### src/rtl/core/rbx_pkg.sv
package rbx_pkg;

	// number format
	localparam int COORD_WIDTH = 32;
	localparam int FRAC_BITS   = 16;

	// divider sizing: the dividend is the distance magnitude shifted left by the fraction
	localparam int DVD_W = COORD_WIDTH + FRAC_BITS;
	localparam int CNT_W = $clog2(DVD_W + 1);

	typedef logic signed [COORD_WIDTH-1:0] coord_t;
	typedef logic [COORD_WIDTH-1:0]        mag_t;
	typedef logic [DVD_W-1:0]              dvd_t;
	typedef logic [CNT_W-1:0]              cnt_t;

	localparam coord_t COORD_MAX = {1'b0, {(COORD_WIDTH-1){1'b1}}};
	localparam coord_t COORD_MIN = {1'b1, {(COORD_WIDTH-1){1'b0}}};
	localparam cnt_t   DIV_STEPS = CNT_W'(DVD_W);

	// commands from the controller to the datapath
	typedef struct packed {
		logic load_in;   // capture the request fields
		logic start_div; // load the divider
		logic sel_lo;    // divider numerator uses the lower bound
		logic div_step;  // one restoring division step
		logic cap_hi;    // keep the upper-bound quotient
		logic fold;      // fold the larger quotient into the running minimum
		logic emit;      // write the result register and restart
	} cmd_t;

	// status from the datapath to the controller
	typedef struct packed {
		logic dir_zero;
		logic div_done;
		logic last;
		logic out_free;
	} stat_t;

endpackage

### src/rtl/core/ray_box_exit_distance.sv
// ray exit distance from an axis-aligned box, one dimension per request
// two serial restoring divisions of COORD_WIDTH+FRAC_BITS steps each (48 at Q16.16) in one
//   shared divider, plus sequencing; a zero direction skips both divisions and is not folded
// throughput: one request at a time; a new request is taken only once the previous dimension
//   is done and, after a last one, its result is written, which waits while a result is pending
// reset: asynchronous, clears controller, divider count, running minimum and result valid
module ray_box_exit_distance (
	input  logic            clk,
	input  logic            arst_n,
	input  logic            in_valid,
	output logic            in_stall,
	input  rbx_pkg::coord_t lower_bound,
	input  rbx_pkg::coord_t upper_bound,
	input  rbx_pkg::coord_t origin_coord,
	input  rbx_pkg::coord_t direction_coord,
	input  logic            last_dim,
	output logic            out_valid,
	input  logic            out_stall,
	output rbx_pkg::coord_t exit_distance,
	output logic            unbounded
);
	import rbx_pkg::*;

	cmd_t  cmd;
	stat_t stat;

	// sequencing
	rbx_ctrl u_ctrl (
		.clk      (clk),
		.arst_n   (arst_n),
		.in_valid (in_valid),
		.in_stall (in_stall),
		.stat     (stat),
		.cmd      (cmd)
	);

	// divider, minimum tracking and result register
	rbx_datapath u_datapath (
		.clk             (clk),
		.arst_n          (arst_n),
		.lower_bound     (lower_bound),
		.upper_bound     (upper_bound),
		.origin_coord    (origin_coord),
		.direction_coord (direction_coord),
		.last_dim        (last_dim),
		.cmd             (cmd),
		.stat            (stat),
		.out_valid       (out_valid),
		.out_stall       (out_stall),
		.exit_distance   (exit_distance),
		.unbounded       (unbounded)
	);

endmodule

### src/rtl/core/rbx_datapath.sv
module rbx_datapath (
	input  logic                  clk,
	input  logic                  arst_n,
	input  rbx_pkg::coord_t       lower_bound,
	input  rbx_pkg::coord_t       upper_bound,
	input  rbx_pkg::coord_t       origin_coord,
	input  rbx_pkg::coord_t       direction_coord,
	input  logic                  last_dim,
	input  rbx_pkg::cmd_t         cmd,
	output rbx_pkg::stat_t        stat,
	output logic                  out_valid,
	input  logic                  out_stall,
	output rbx_pkg::coord_t       exit_distance,
	output logic                  unbounded
);
	import rbx_pkg::*;

	coord_t lo_q, hi_q, org_q, dir_q;
	logic   last_q;

	coord_t bound;
	logic signed [COORD_WIDTH:0] diff, diff_neg;
	mag_t   num_mag, den_mag, dir_neg;

	mag_t   den_q;
	mag_t   rem_q;
	dvd_t   dvd_q, quo_q;
	cnt_t   cnt_q;
	logic   neg_q;

	logic [COORD_WIDTH:0] trial, trial_sub;
	logic   ge;

	logic   over;
	mag_t   quo_neg;
	coord_t quot_sat;

	coord_t qh_q, wide_q;
	coord_t min_q;
	logic   any_q;

	logic   out_valid_q;
	coord_t out_dist_q;
	logic   out_unb_q;

	// request field capture
	always_ff @(posedge clk) begin
		if (cmd.load_in) begin
			lo_q   <= lower_bound;
			hi_q   <= upper_bound;
			org_q  <= origin_coord;
			dir_q  <= direction_coord;
			last_q <= last_dim;
		end
	end

	// numerator and divisor magnitudes
	assign bound    = cmd.sel_lo ? lo_q : hi_q;
	assign diff     = {bound[COORD_WIDTH-1], bound} - {org_q[COORD_WIDTH-1], org_q};
	assign diff_neg = -diff;
	assign num_mag  = diff[COORD_WIDTH] ? diff_neg[COORD_WIDTH-1:0] : diff[COORD_WIDTH-1:0];
	assign dir_neg  = mag_t'(-dir_q);
	assign den_mag  = dir_q[COORD_WIDTH-1] ? dir_neg : mag_t'(dir_q);

	// restoring division step
	assign trial     = {rem_q, dvd_q[DVD_W-1]};
	assign ge        = trial >= {1'b0, den_q};
	assign trial_sub = trial - {1'b0, den_q};

	always_ff @(posedge clk or negedge arst_n) begin
		if (!arst_n) begin
			cnt_q <= '0;
		end else if (cmd.start_div) begin
			cnt_q <= '0;
		end else if (cmd.div_step) begin
			cnt_q <= cnt_q + cnt_t'(1);
		end
	end

	always_ff @(posedge clk) begin
		if (cmd.start_div) begin
			dvd_q <= dvd_t'(num_mag) << FRAC_BITS;
			den_q <= den_mag;
			rem_q <= '0;
			quo_q <= '0;
			neg_q <= diff[COORD_WIDTH] ^ dir_q[COORD_WIDTH-1];
		end else if (cmd.div_step) begin
			dvd_q <= dvd_q << 1;
			rem_q <= ge ? trial_sub[COORD_WIDTH-1:0] : trial[COORD_WIDTH-1:0];
			quo_q <= {quo_q[DVD_W-2:0], ge};
		end
	end

	// sign and saturation of the finished quotient
	assign over     = |quo_q[DVD_W-1:COORD_WIDTH-1];
	assign quo_neg  = -quo_q[COORD_WIDTH-1:0];
	assign quot_sat = neg_q ? (over ? COORD_MIN : coord_t'(quo_neg))
	                        : (over ? COORD_MAX : coord_t'(quo_q[COORD_WIDTH-1:0]));

	always_ff @(posedge clk) begin
		if (cmd.cap_hi) begin
			qh_q <= quot_sat;
		end
	end

	// larger of the two slab quotients
	assign wide_q = (qh_q > quot_sat) ? qh_q : quot_sat;

	// running minimum over the dimensions
	always_ff @(posedge clk or negedge arst_n) begin
		if (!arst_n) begin
			min_q <= COORD_MAX;
			any_q <= 1'b0;
		end else if (cmd.emit) begin
			min_q <= COORD_MAX;
			any_q <= 1'b0;
		end else if (cmd.fold) begin
			if (wide_q < min_q) begin
				min_q <= wide_q;
			end
			any_q <= 1'b1;
		end
	end

	// result register
	always_ff @(posedge clk or negedge arst_n) begin
		if (!arst_n) begin
			out_valid_q <= 1'b0;
		end else if (cmd.emit) begin
			out_valid_q <= 1'b1;
		end else if (out_valid_q && !out_stall) begin
			out_valid_q <= 1'b0;
		end
	end

	always_ff @(posedge clk) begin
		if (cmd.emit) begin
			out_dist_q <= min_q;
			out_unb_q  <= !any_q;
		end
	end

	assign out_valid     = out_valid_q;
	assign exit_distance = out_dist_q;
	assign unbounded     = out_unb_q;

	assign stat.dir_zero = (dir_q == '0);
	assign stat.div_done = (cnt_q == DIV_STEPS);
	assign stat.last     = last_q;
	assign stat.out_free = !out_valid_q;

	// a pending result is never overwritten
	a_no_overwrite: assert property (@(posedge clk) disable iff (!arst_n)
		cmd.emit |-> !out_valid_q)
		else $error("result written while previous result pending");

	// divider never steps past its last quotient bit
	a_no_overstep: assert property (@(posedge clk) disable iff (!arst_n)
		cmd.div_step |-> (cnt_q != DIV_STEPS))
		else $error("divider stepped past completion");

	// state restarts after a result
	a_restart: assert property (@(posedge clk) disable iff (!arst_n)
		cmd.emit |=> (min_q == COORD_MAX) && !any_q)
		else $error("running state not cleared after result");

endmodule

### src/rtl/core/rbx_ctrl.sv
module rbx_ctrl (
	input  logic           clk,
	input  logic           arst_n,
	input  logic           in_valid,
	output logic           in_stall,
	input  rbx_pkg::stat_t stat,
	output rbx_pkg::cmd_t  cmd
);
	import rbx_pkg::*;

	typedef enum logic [5:0] {
		ST_IDLE   = 6'b000001,
		ST_START  = 6'b000010,
		ST_DIV_HI = 6'b000100,
		ST_DIV_LO = 6'b001000,
		ST_FOLD   = 6'b010000,
		ST_EMIT   = 6'b100000
	} state_t;

	state_t state_q, state_d;

	// next state and commands
	always_comb begin
		state_d = state_q;
		cmd     = '0;
		case (state_q)
			ST_IDLE: begin
				if (in_valid) begin
					cmd.load_in = 1'b1;
					state_d     = ST_START;
				end
			end
			ST_START: begin
				if (stat.dir_zero) begin
					state_d = stat.last ? ST_EMIT : ST_IDLE;
				end else begin
					cmd.start_div = 1'b1;
					state_d       = ST_DIV_HI;
				end
			end
			ST_DIV_HI: begin
				if (stat.div_done) begin
					cmd.cap_hi    = 1'b1;
					cmd.start_div = 1'b1;
					cmd.sel_lo    = 1'b1;
					state_d       = ST_DIV_LO;
				end else begin
					cmd.div_step = 1'b1;
				end
			end
			ST_DIV_LO: begin
				if (stat.div_done) begin
					state_d = ST_FOLD;
				end else begin
					cmd.div_step = 1'b1;
				end
			end
			ST_FOLD: begin
				cmd.fold = 1'b1;
				state_d  = stat.last ? ST_EMIT : ST_IDLE;
			end
			ST_EMIT: begin
				if (stat.out_free) begin
					cmd.emit = 1'b1;
					state_d  = ST_IDLE;
				end
			end
			default: begin
				state_d = ST_IDLE;
			end
		endcase
	end

	always_ff @(posedge clk or negedge arst_n) begin
		if (!arst_n) begin
			state_q <= ST_IDLE;
		end else begin
			state_q <= state_d;
		end
	end

	assign in_stall = (state_q != ST_IDLE);

	// an accepted request always goes to the direction check
	a_accept_start: assert property (@(posedge clk) disable iff (!arst_n)
		in_valid && !in_stall |=> state_q == ST_START)
		else $error("accepted request did not start");

	// results only come from a last dimension
	a_emit_last: assert property (@(posedge clk) disable iff (!arst_n)
		cmd.emit |-> stat.last)
		else $error("result emitted for a non-final dimension");

	// the lower-bound division starts only after the upper one finished
	a_lo_after_hi: assert property (@(posedge clk) disable iff (!arst_n)
		cmd.sel_lo |-> (state_q == ST_DIV_HI) && stat.div_done)
		else $error("lower-bound division started early");

endmodule
### config.mk
export PLATFORM = sky130hd
export DESIGN_NAME = ray_box_exit_distance
export DESIGN_NICKNAME = d
export VERILOG_FILES = /design/src/rtl/core/rbx_pkg.sv /design/src/rtl/core/ray_box_exit_distance.sv /design/src/rtl/core/rbx_datapath.sv /design/src/rtl/core/rbx_ctrl.sv
export SDC_FILE = /design/constraint.sdc
export NUM_CORES = 1
export LEC_CHECK = 0
export ABC_CLOCK_PERIOD_IN_PS = 14450
export BUFFER_PORTS_ARGS = -buffer_cell sky130_fd_sc_hd__buf_2
export CAP_MARGIN = 20
export CORE_MARGIN = 10
export CORE_UTILIZATION = 45
export CTS_BUF_LIST = sky130_fd_sc_hd__clkbuf_16
export DETAILED_ROUTE_END_ITERATION = 10
export GPL_TIMING_DRIVEN = 0
export SYNTH_ARGS = -nofsm -noshare
export SYNTH_HDL_FRONTEND = slang
export SYNTH_SLANG_ARGS = --single-unit
### constraint.sdc
create_clock -name clk -period 14.45 [get_ports clk]
set_clock_uncertainty 0.2 [all_clocks]
set_input_delay 2.1675 -clock clk [delete_from_list [all_inputs] [get_ports clk]]
set_output_delay 2.1675 -clock clk [all_outputs]
set_load 0.02 [all_outputs]
# [Word level (Yosys, flattened, before mapping)]
# Index checks and enable logic that the tools add are counted.
# W data, S select, Z words.
[word_totals] ff_bits=385 output_inout_bits=35
[classes] n_addsub=6 order_cmp=3 n_eq_ne=12 mux=39 bitwise=1 n_reduce_logical=12
[op_table] operator="$mux W32" count=10
[op_table] operator="$mux W48" count=2
[op_table] operator="$neg A32 Y32" count=3
[op_table] operator="$mux W6" count=8
[op_table] operator="$pmux W6 S6" count=1
[op_table] operator="$ge A33 B32 Y1" count=1
[op_table] operator="$sub A32 B32 Y33" count=1
[op_table] operator="$gt A32 B32 Y1" count=1
[op_table] operator="$logic_not A32 Y1" count=1
[op_table] operator="$lt A32 B32 Y1" count=1
[op_table] operator="$sub A32 B32 Y32" count=1
[op_table] operator="$mux W31" count=1
[op_table] operator="$reduce_or A17 Y1" count=1
[op_table] operator="$mux W1" count=15
[op_table] operator="$eq A6 B6 Y1 const B" count=2
[op_table] operator="$ne A2 B2 Y1 const B" count=4
[op_table] operator="$reduce_bool A2 Y1" count=4
[op_table] operator="$add A6 B1 Y6 const B" count=1
[op_table] operator="$eq A6 B1 Y1 const B" count=1
[op_table] operator="$eq A6 B2 Y1 const B" count=1
[op_table] operator="$eq A6 B3 Y1 const B" count=1
[op_table] operator="$eq A6 B4 Y1 const B" count=1
[op_table] operator="$eq A6 B5 Y1 const B" count=1
[op_table] operator="$ne A6 B1 Y1 const B" count=1
[op_table] operator="other kinds (8)" count=9

# [Logic depth before layout (Yosys ltp)]
[logic_depth] word_depth=9 mapped_depth=37 ltp_nobuf=34

# [Cells and area by module]
# A second synthesis with hierarchy kept.
[unflattened] hier_cells=2118 area_unflattened_um2=21996.1
[by_module_without_submodules] mod="rbx_datapath" n_inst=1 cells_each=2078 area_each_um2=21599.5
[by_module_without_submodules] mod="rbx_ctrl" n_inst=1 cells_each=40 area_each_um2=396.6

# [Least setup slack after synthesis]
# Ideal clock, no wire load.
[synth_path] path_type="input-to-reg" start="in in_valid" end="reg u_datapath.dir_q[0] (enable)" setup_ps=619 arrival_ps=7537 required_ps=13631 slack_ps=6093 cell_stages=2 path_buffers=0 cell_sequence="inv_1 -> nor2_1"
[synth_rtl] item="start, declared" line_no="ray_box_exit_distance.sv:10" source="input logic in_valid,"
[synth_rtl] item="end signal, assigned" line_no="rbx_datapath.sv:52" source="dir_q <= direction_coord;"
[synth_rtl] item="end, declared" line_no="rbx_datapath.sv:18" source="coord_t lo_q, hi_q, org_q, dir_q;"

# [Worst setup path in the final report]
[layout_path] start="reg u_datapath.quo_q[38]" end="reg u_datapath.min_q[18]"
[layout_via] elab_chain_cells=8
[layout_lines] item="start, declared" line_no="rbx_datapath.sv:27" source="dvd_t dvd_q, quo_q;"
[layout_lines] item="start signal, assigned" line_no="rbx_datapath.sv:90" source="quo_q <= {quo_q[DVD_W-2:0], ge};"
[layout_lines] item="$reduce_or A17 Y1 *" line_no="rbx_datapath.sv:95" source="assign over = |quo_q[DVD_W-1:COORD_WIDTH-1];"
[layout_lines] item="$mux W32, on equally long branches" line_no="rbx_datapath.sv:98, rbx_datapath.sv:97"
[layout_lines] item="$mux W32 *" line_no="rbx_datapath.sv:97" source="assign quot_sat = neg_q ? (over ? COORD_MIN : coord_t'(quo_neg))"
[layout_lines] item="via u_datapath.quot_sat[24]" line_no="rbx_datapath.sv:36" source="coord_t quot_sat;"
[layout_lines] item="$gt A32 B32 Y1" line_no="rbx_datapath.sv:107" source="assign wide_q = (qh_q > quot_sat) ? qh_q : quot_sat;"
[layout_lines] item="$mux W32 *" line_no="rbx_datapath.sv:107"
[layout_lines] item="$lt A32 B32 Y1 / $mux W32 (equally long branches)" line_no="rbx_datapath.sv:118" source="if (wide_q < min_q) begin"
[layout_lines] item="$reduce_bool A2 Y1 (no source line) / $mux W32 (equally long branches)"
[layout_lines] item="$reduce_and A2 Y1 (no source line) / $mux W32 (equally long branches)"
[layout_lines] item="end signal, assigned" line_no="rbx_datapath.sv:119" source="min_q <= wide_q;"
[layout_lines] item="end, declared" line_no="rbx_datapath.sv:39" source="coord_t min_q;"
# The timed path passes the listed nets; every way through them passes the cells marked *. The select of a mux whose other input is x is not followed.
# A chain may end at the register's enable or synchronous reset.

==> impl_summary.log <==
INFO  metric crit_arrival = 9720 ps
INFO  metric ctsHtreeMaxLevel = 2
INFO  metric crit_start_category = register
INFO  metric rsz0062_at_grt = no
INFO  metric gp_routability_congestion = 0.872
INFO  metric grt_pass1_vias = 17.1k
INFO  metric cts-root-to-sink-buffers = 3
INFO  metric cap_viol_max_count = 0
INFO  metric grt_use_total = roughly 18%
INFO  metric route.final.wire_length = about 53,000 um
INFO  metric drt-wirelength-per-cell = between 15 and 20 um
INFO  metric ys_seq_area_share = roughly half
INFO  metric crit_path_max_fo = 10
INFO  metric numCtsBuffers = 44
INFO  metric cts_tree = yes
INFO  metric mappedNetlistArea = about 21,000 um2
INFO  metric min_path_type = reg -> reg
INFO  metric transition_time_of_the_tightest_slew_check_pin = slightly below 1000 ps
INFO  metric setup_tns = 0 ps
INFO  metric max_freq = 0.106 GHz
INFO  metric grt_start_max_net_pins = 47
INFO  metric floorplan.core_area = about 47,000 um2
INFO  metric clk_pin_slew_worst_paths = 60 ps
INFO  metric cp_data_required_time = around 15,000 ps
INFO  metric hold_violations = 0
INFO  metric cts-resized-gates = 0
INFO  metric portBuffers = 167
INFO  metric post_cts_buffers = 0
INFO  metric finalNetCount = 2,727
INFO  metric drive_above_1_share = 11.8%
INFO  metric post-place-ws = between 5000 and 6000 ps
INFO  metric syn_area_per_cell = 9.55 um2
INFO  metric power.ir.vdd_worst = 0.108 mV
INFO  metric synthesis.nets = between 2k and 3k
INFO  metric largest_register_ff_count = between 40 and 50
INFO  metric postPlaceCellArea = roughly 23,000 um2
INFO  metric grt_overflow_total = 0
INFO  metric cts_hold_repair.buffers = 0
INFO  metric die_h = about 240 um
INFO  metric clock_insertion_delay_worst_skew = 580 ps
INFO  metric p_leak = 0.00989 uW
INFO  metric stdcell_count = 3,108
INFO  metric grt_antenna_before_repair = 0
INFO  metric stdcell_area = around 25,000 um2
INFO  metric synthDistinctLibCells = a little under 80
INFO  metric timing.final.crit_share = between 60% and 70%
INFO  metric synthToLayoutAreaGrowth = 14.7%
INFO  metric avgViaCountPerCell = between 5 and 6
INFO  metric drv_slew = 0
INFO  metric outcome = completed
INFO  metric worst_path_largest_cell_delay = ~750 ps
INFO  metric timing.slew.headroom = a little over a third
INFO  metric synthFlopType = edfxtp_1
INFO  metric final_period_minus_worst_setup_slack = approximately 9400 ps
INFO  metric drc = 0
INFO  metric crit_path_top_delay_cell = nor2_1
INFO  metric ctsRootBufferMaster = clkbuf_16
INFO  metric regMostFlops = u_datapath.quo_q
INFO  metric initial_core_util = a little under half
INFO  metric postSynth.asyncResetShare = between 10% and 20%
INFO  metric synth_enable_flop_cells = around 260
INFO  metric grt_pass1_wl = 86,300 um
INFO  metric initial_detailed_routing_violation_count = approximately 1.1k
INFO  metric setup-violations-final = 0
INFO  metric synth-seq-cells = 385
INFO  metric endpoint_class_of_the_critical_path = register
INFO  metric drt_pass1_iterations = 7
INFO  metric detailroute.via_count = approximately 17k
INFO  metric die-width = about 240 um
INFO  metric die_area = approximately 57,000 um2
INFO  metric power_density = roughly 220 nW/um2
INFO  metric insertedDiodeCount = 0
INFO  metric antenna_left = 0
INFO  metric fp-row-count = slightly below 80
INFO  metric yosysWarningCount = 0
INFO  metric clock_sinks = ~390
INFO  metric dp.cells = 3,026
INFO  metric io-pin-count = roughly 170
INFO  metric worst_slack = 5010 ps
INFO  metric critical_path_class = reg -> reg
INFO  metric critical-path-top-cell-by-count = nand2_1
INFO  metric synthesis.instances = about 2.2k
INFO  metric detailed_place_hpwl = roughly 40,000 um
[cell usage in the layout, fill, tap and decap left out, types with 32 or more instances in the layout]
cell type,netlist,routed
inv_1,162,175
a21o_1,52,52
nor2_1,201,200
edfxtp_1,259,259
ha_1,126,126
clkbuf_1,84,83
nand2_1,296,296
clkbuf_16,0,44
a21oi_1,148,148
a31oi_1,45,45
dfstp_2,32,32
o21ai_0,167,167
nand3_1,44,44
xnor2_1,74,74
buf_2,8,176
nor3_1,52,52
xor2_1,41,41
dfxtp_1,80,80
[logic make-up after synthesis]
group / Yosys count / synth area share (%)
buffers and inverters: 258 / 4.56
adder cells (fa/ha/maj): 128 / 7.54
XOR/XNOR: 115 / 4.70
AND/OR/NAND/NOR: 756 / 16.0
flip-flops: 385 / 49.3
multiplexers: 12 / 0.572
AO/OA/AOI/OAI: 590 / 17.3
[worst max-delay path: cells and delay by family, from the launching register on]
| kind | cells | cell delay (ps) |
|---|---|---|
| buffers and inverters | 5 | 1330 |
| AND/OR/NAND/NOR | 14 | 3900 |
| multiplexers | 1 | 270 |
| flip-flops | 1 | 320 |
| adder cells (fa/ha/maj) | 2 | 630 |
| AO/OA/AOI/OAI | 10 | 2680 |
[cell type report]
cell class              count  area, um2
repair buffers            176       1010
clock inverters            37        263
plain buffers              95        369
inverters                 163        612
flip-flops and latches    385      10600
fillers                  4306      22300
clock buffers              44       1100
multi-input cells        1601       9890
well taps                 607        759
[routing by layer]
layer / share of wire [%] / GRT usage, % / up-vias
met2: 48 / 31.8 / 394
met4: 2.7 / 6.27 / 0
met1: 45 / 22.7 / 7923
met5: 0 / 0 / -
met3: 4.5 / 2.99 / 79
li1: - / - / 8515
[cell usage after synthesis, types with 9 or more instances]
cell	number	area share, %
nor3_1	52	1.2
edfxtp_1	259	36
o21ai_0	167	3.9
nor2b_1	18	0.53
nand4_1	22	0.64
inv_1	162	2.8
xnor2_1	74	3.0
dfxtp_1	80	7.5
nand2_1	296	5.2
dfstp_2	32	3.9
o21a_1	20	0.70
and2_1	9	0.26
or3_1	24	0.70
nor4_1	17	0.50
a211oi_1	24	0.84
ha_1	126	7.4
a21oi_1	148	3.5
o41ai_1	12	0.49
o211ai_1	11	0.39
o21bai_1	9	0.32
a31oi_1	45	1.3
a21o_1	52	1.8
nand3_1	44	1.0
mux2i_1	10	0.47
nand2b_1	29	0.85
o31ai_1	15	0.53
nor2_1	201	3.5
xor2_1	41	1.7
o311ai_0	15	0.61
clkbuf_1	84	1.5
dfrtp_1	14	1.6
[final timing paths]
| check | from | to | slack [ps] | depth (start not counted) |
|---|---|---|---|---|
| worst max-delay path | u_datapath.quo_q[38] | u_datapath.min_q[18] | 5010 | 32 |
| worst min-delay path | u_datapath.min_q[31] | u_datapath.exit_distance[31] | 260 | 0 |
| worst max register to register | u_datapath.quo_q[38] | u_datapath.min_q[18] | 5010 | 32 |
| worst min register to register | u_datapath.min_q[31] | u_datapath.exit_distance[31] | 260 | 0 |
| max in group asynchronous | arst_n | u_datapath.min_q[2] | 12320 | 2 |
| min in group asynchronous | arst_n | u_datapath.min_q[30] | 1430 | 1 |
[power breakdown]
| group | internal [uW] | switching (uW) |
|---|---|---|
| clock | 609 | 449 |
| combinational | 1030 | 1670 |
| sequential | 1570 | 134 |
| total | 3210 | 2250 |
[metrics by stage]
stage	utilization, %	total power (uW)	hold WS (ps)
global placement	49.2	4330	233
global route	52.5	5920	276
finish	52.5	5460	260
detailed placement	49.5	4400	245
floorplan	-	3720	225
CTS	52.4	5480	258
Power figures use the tool's default switching activity.
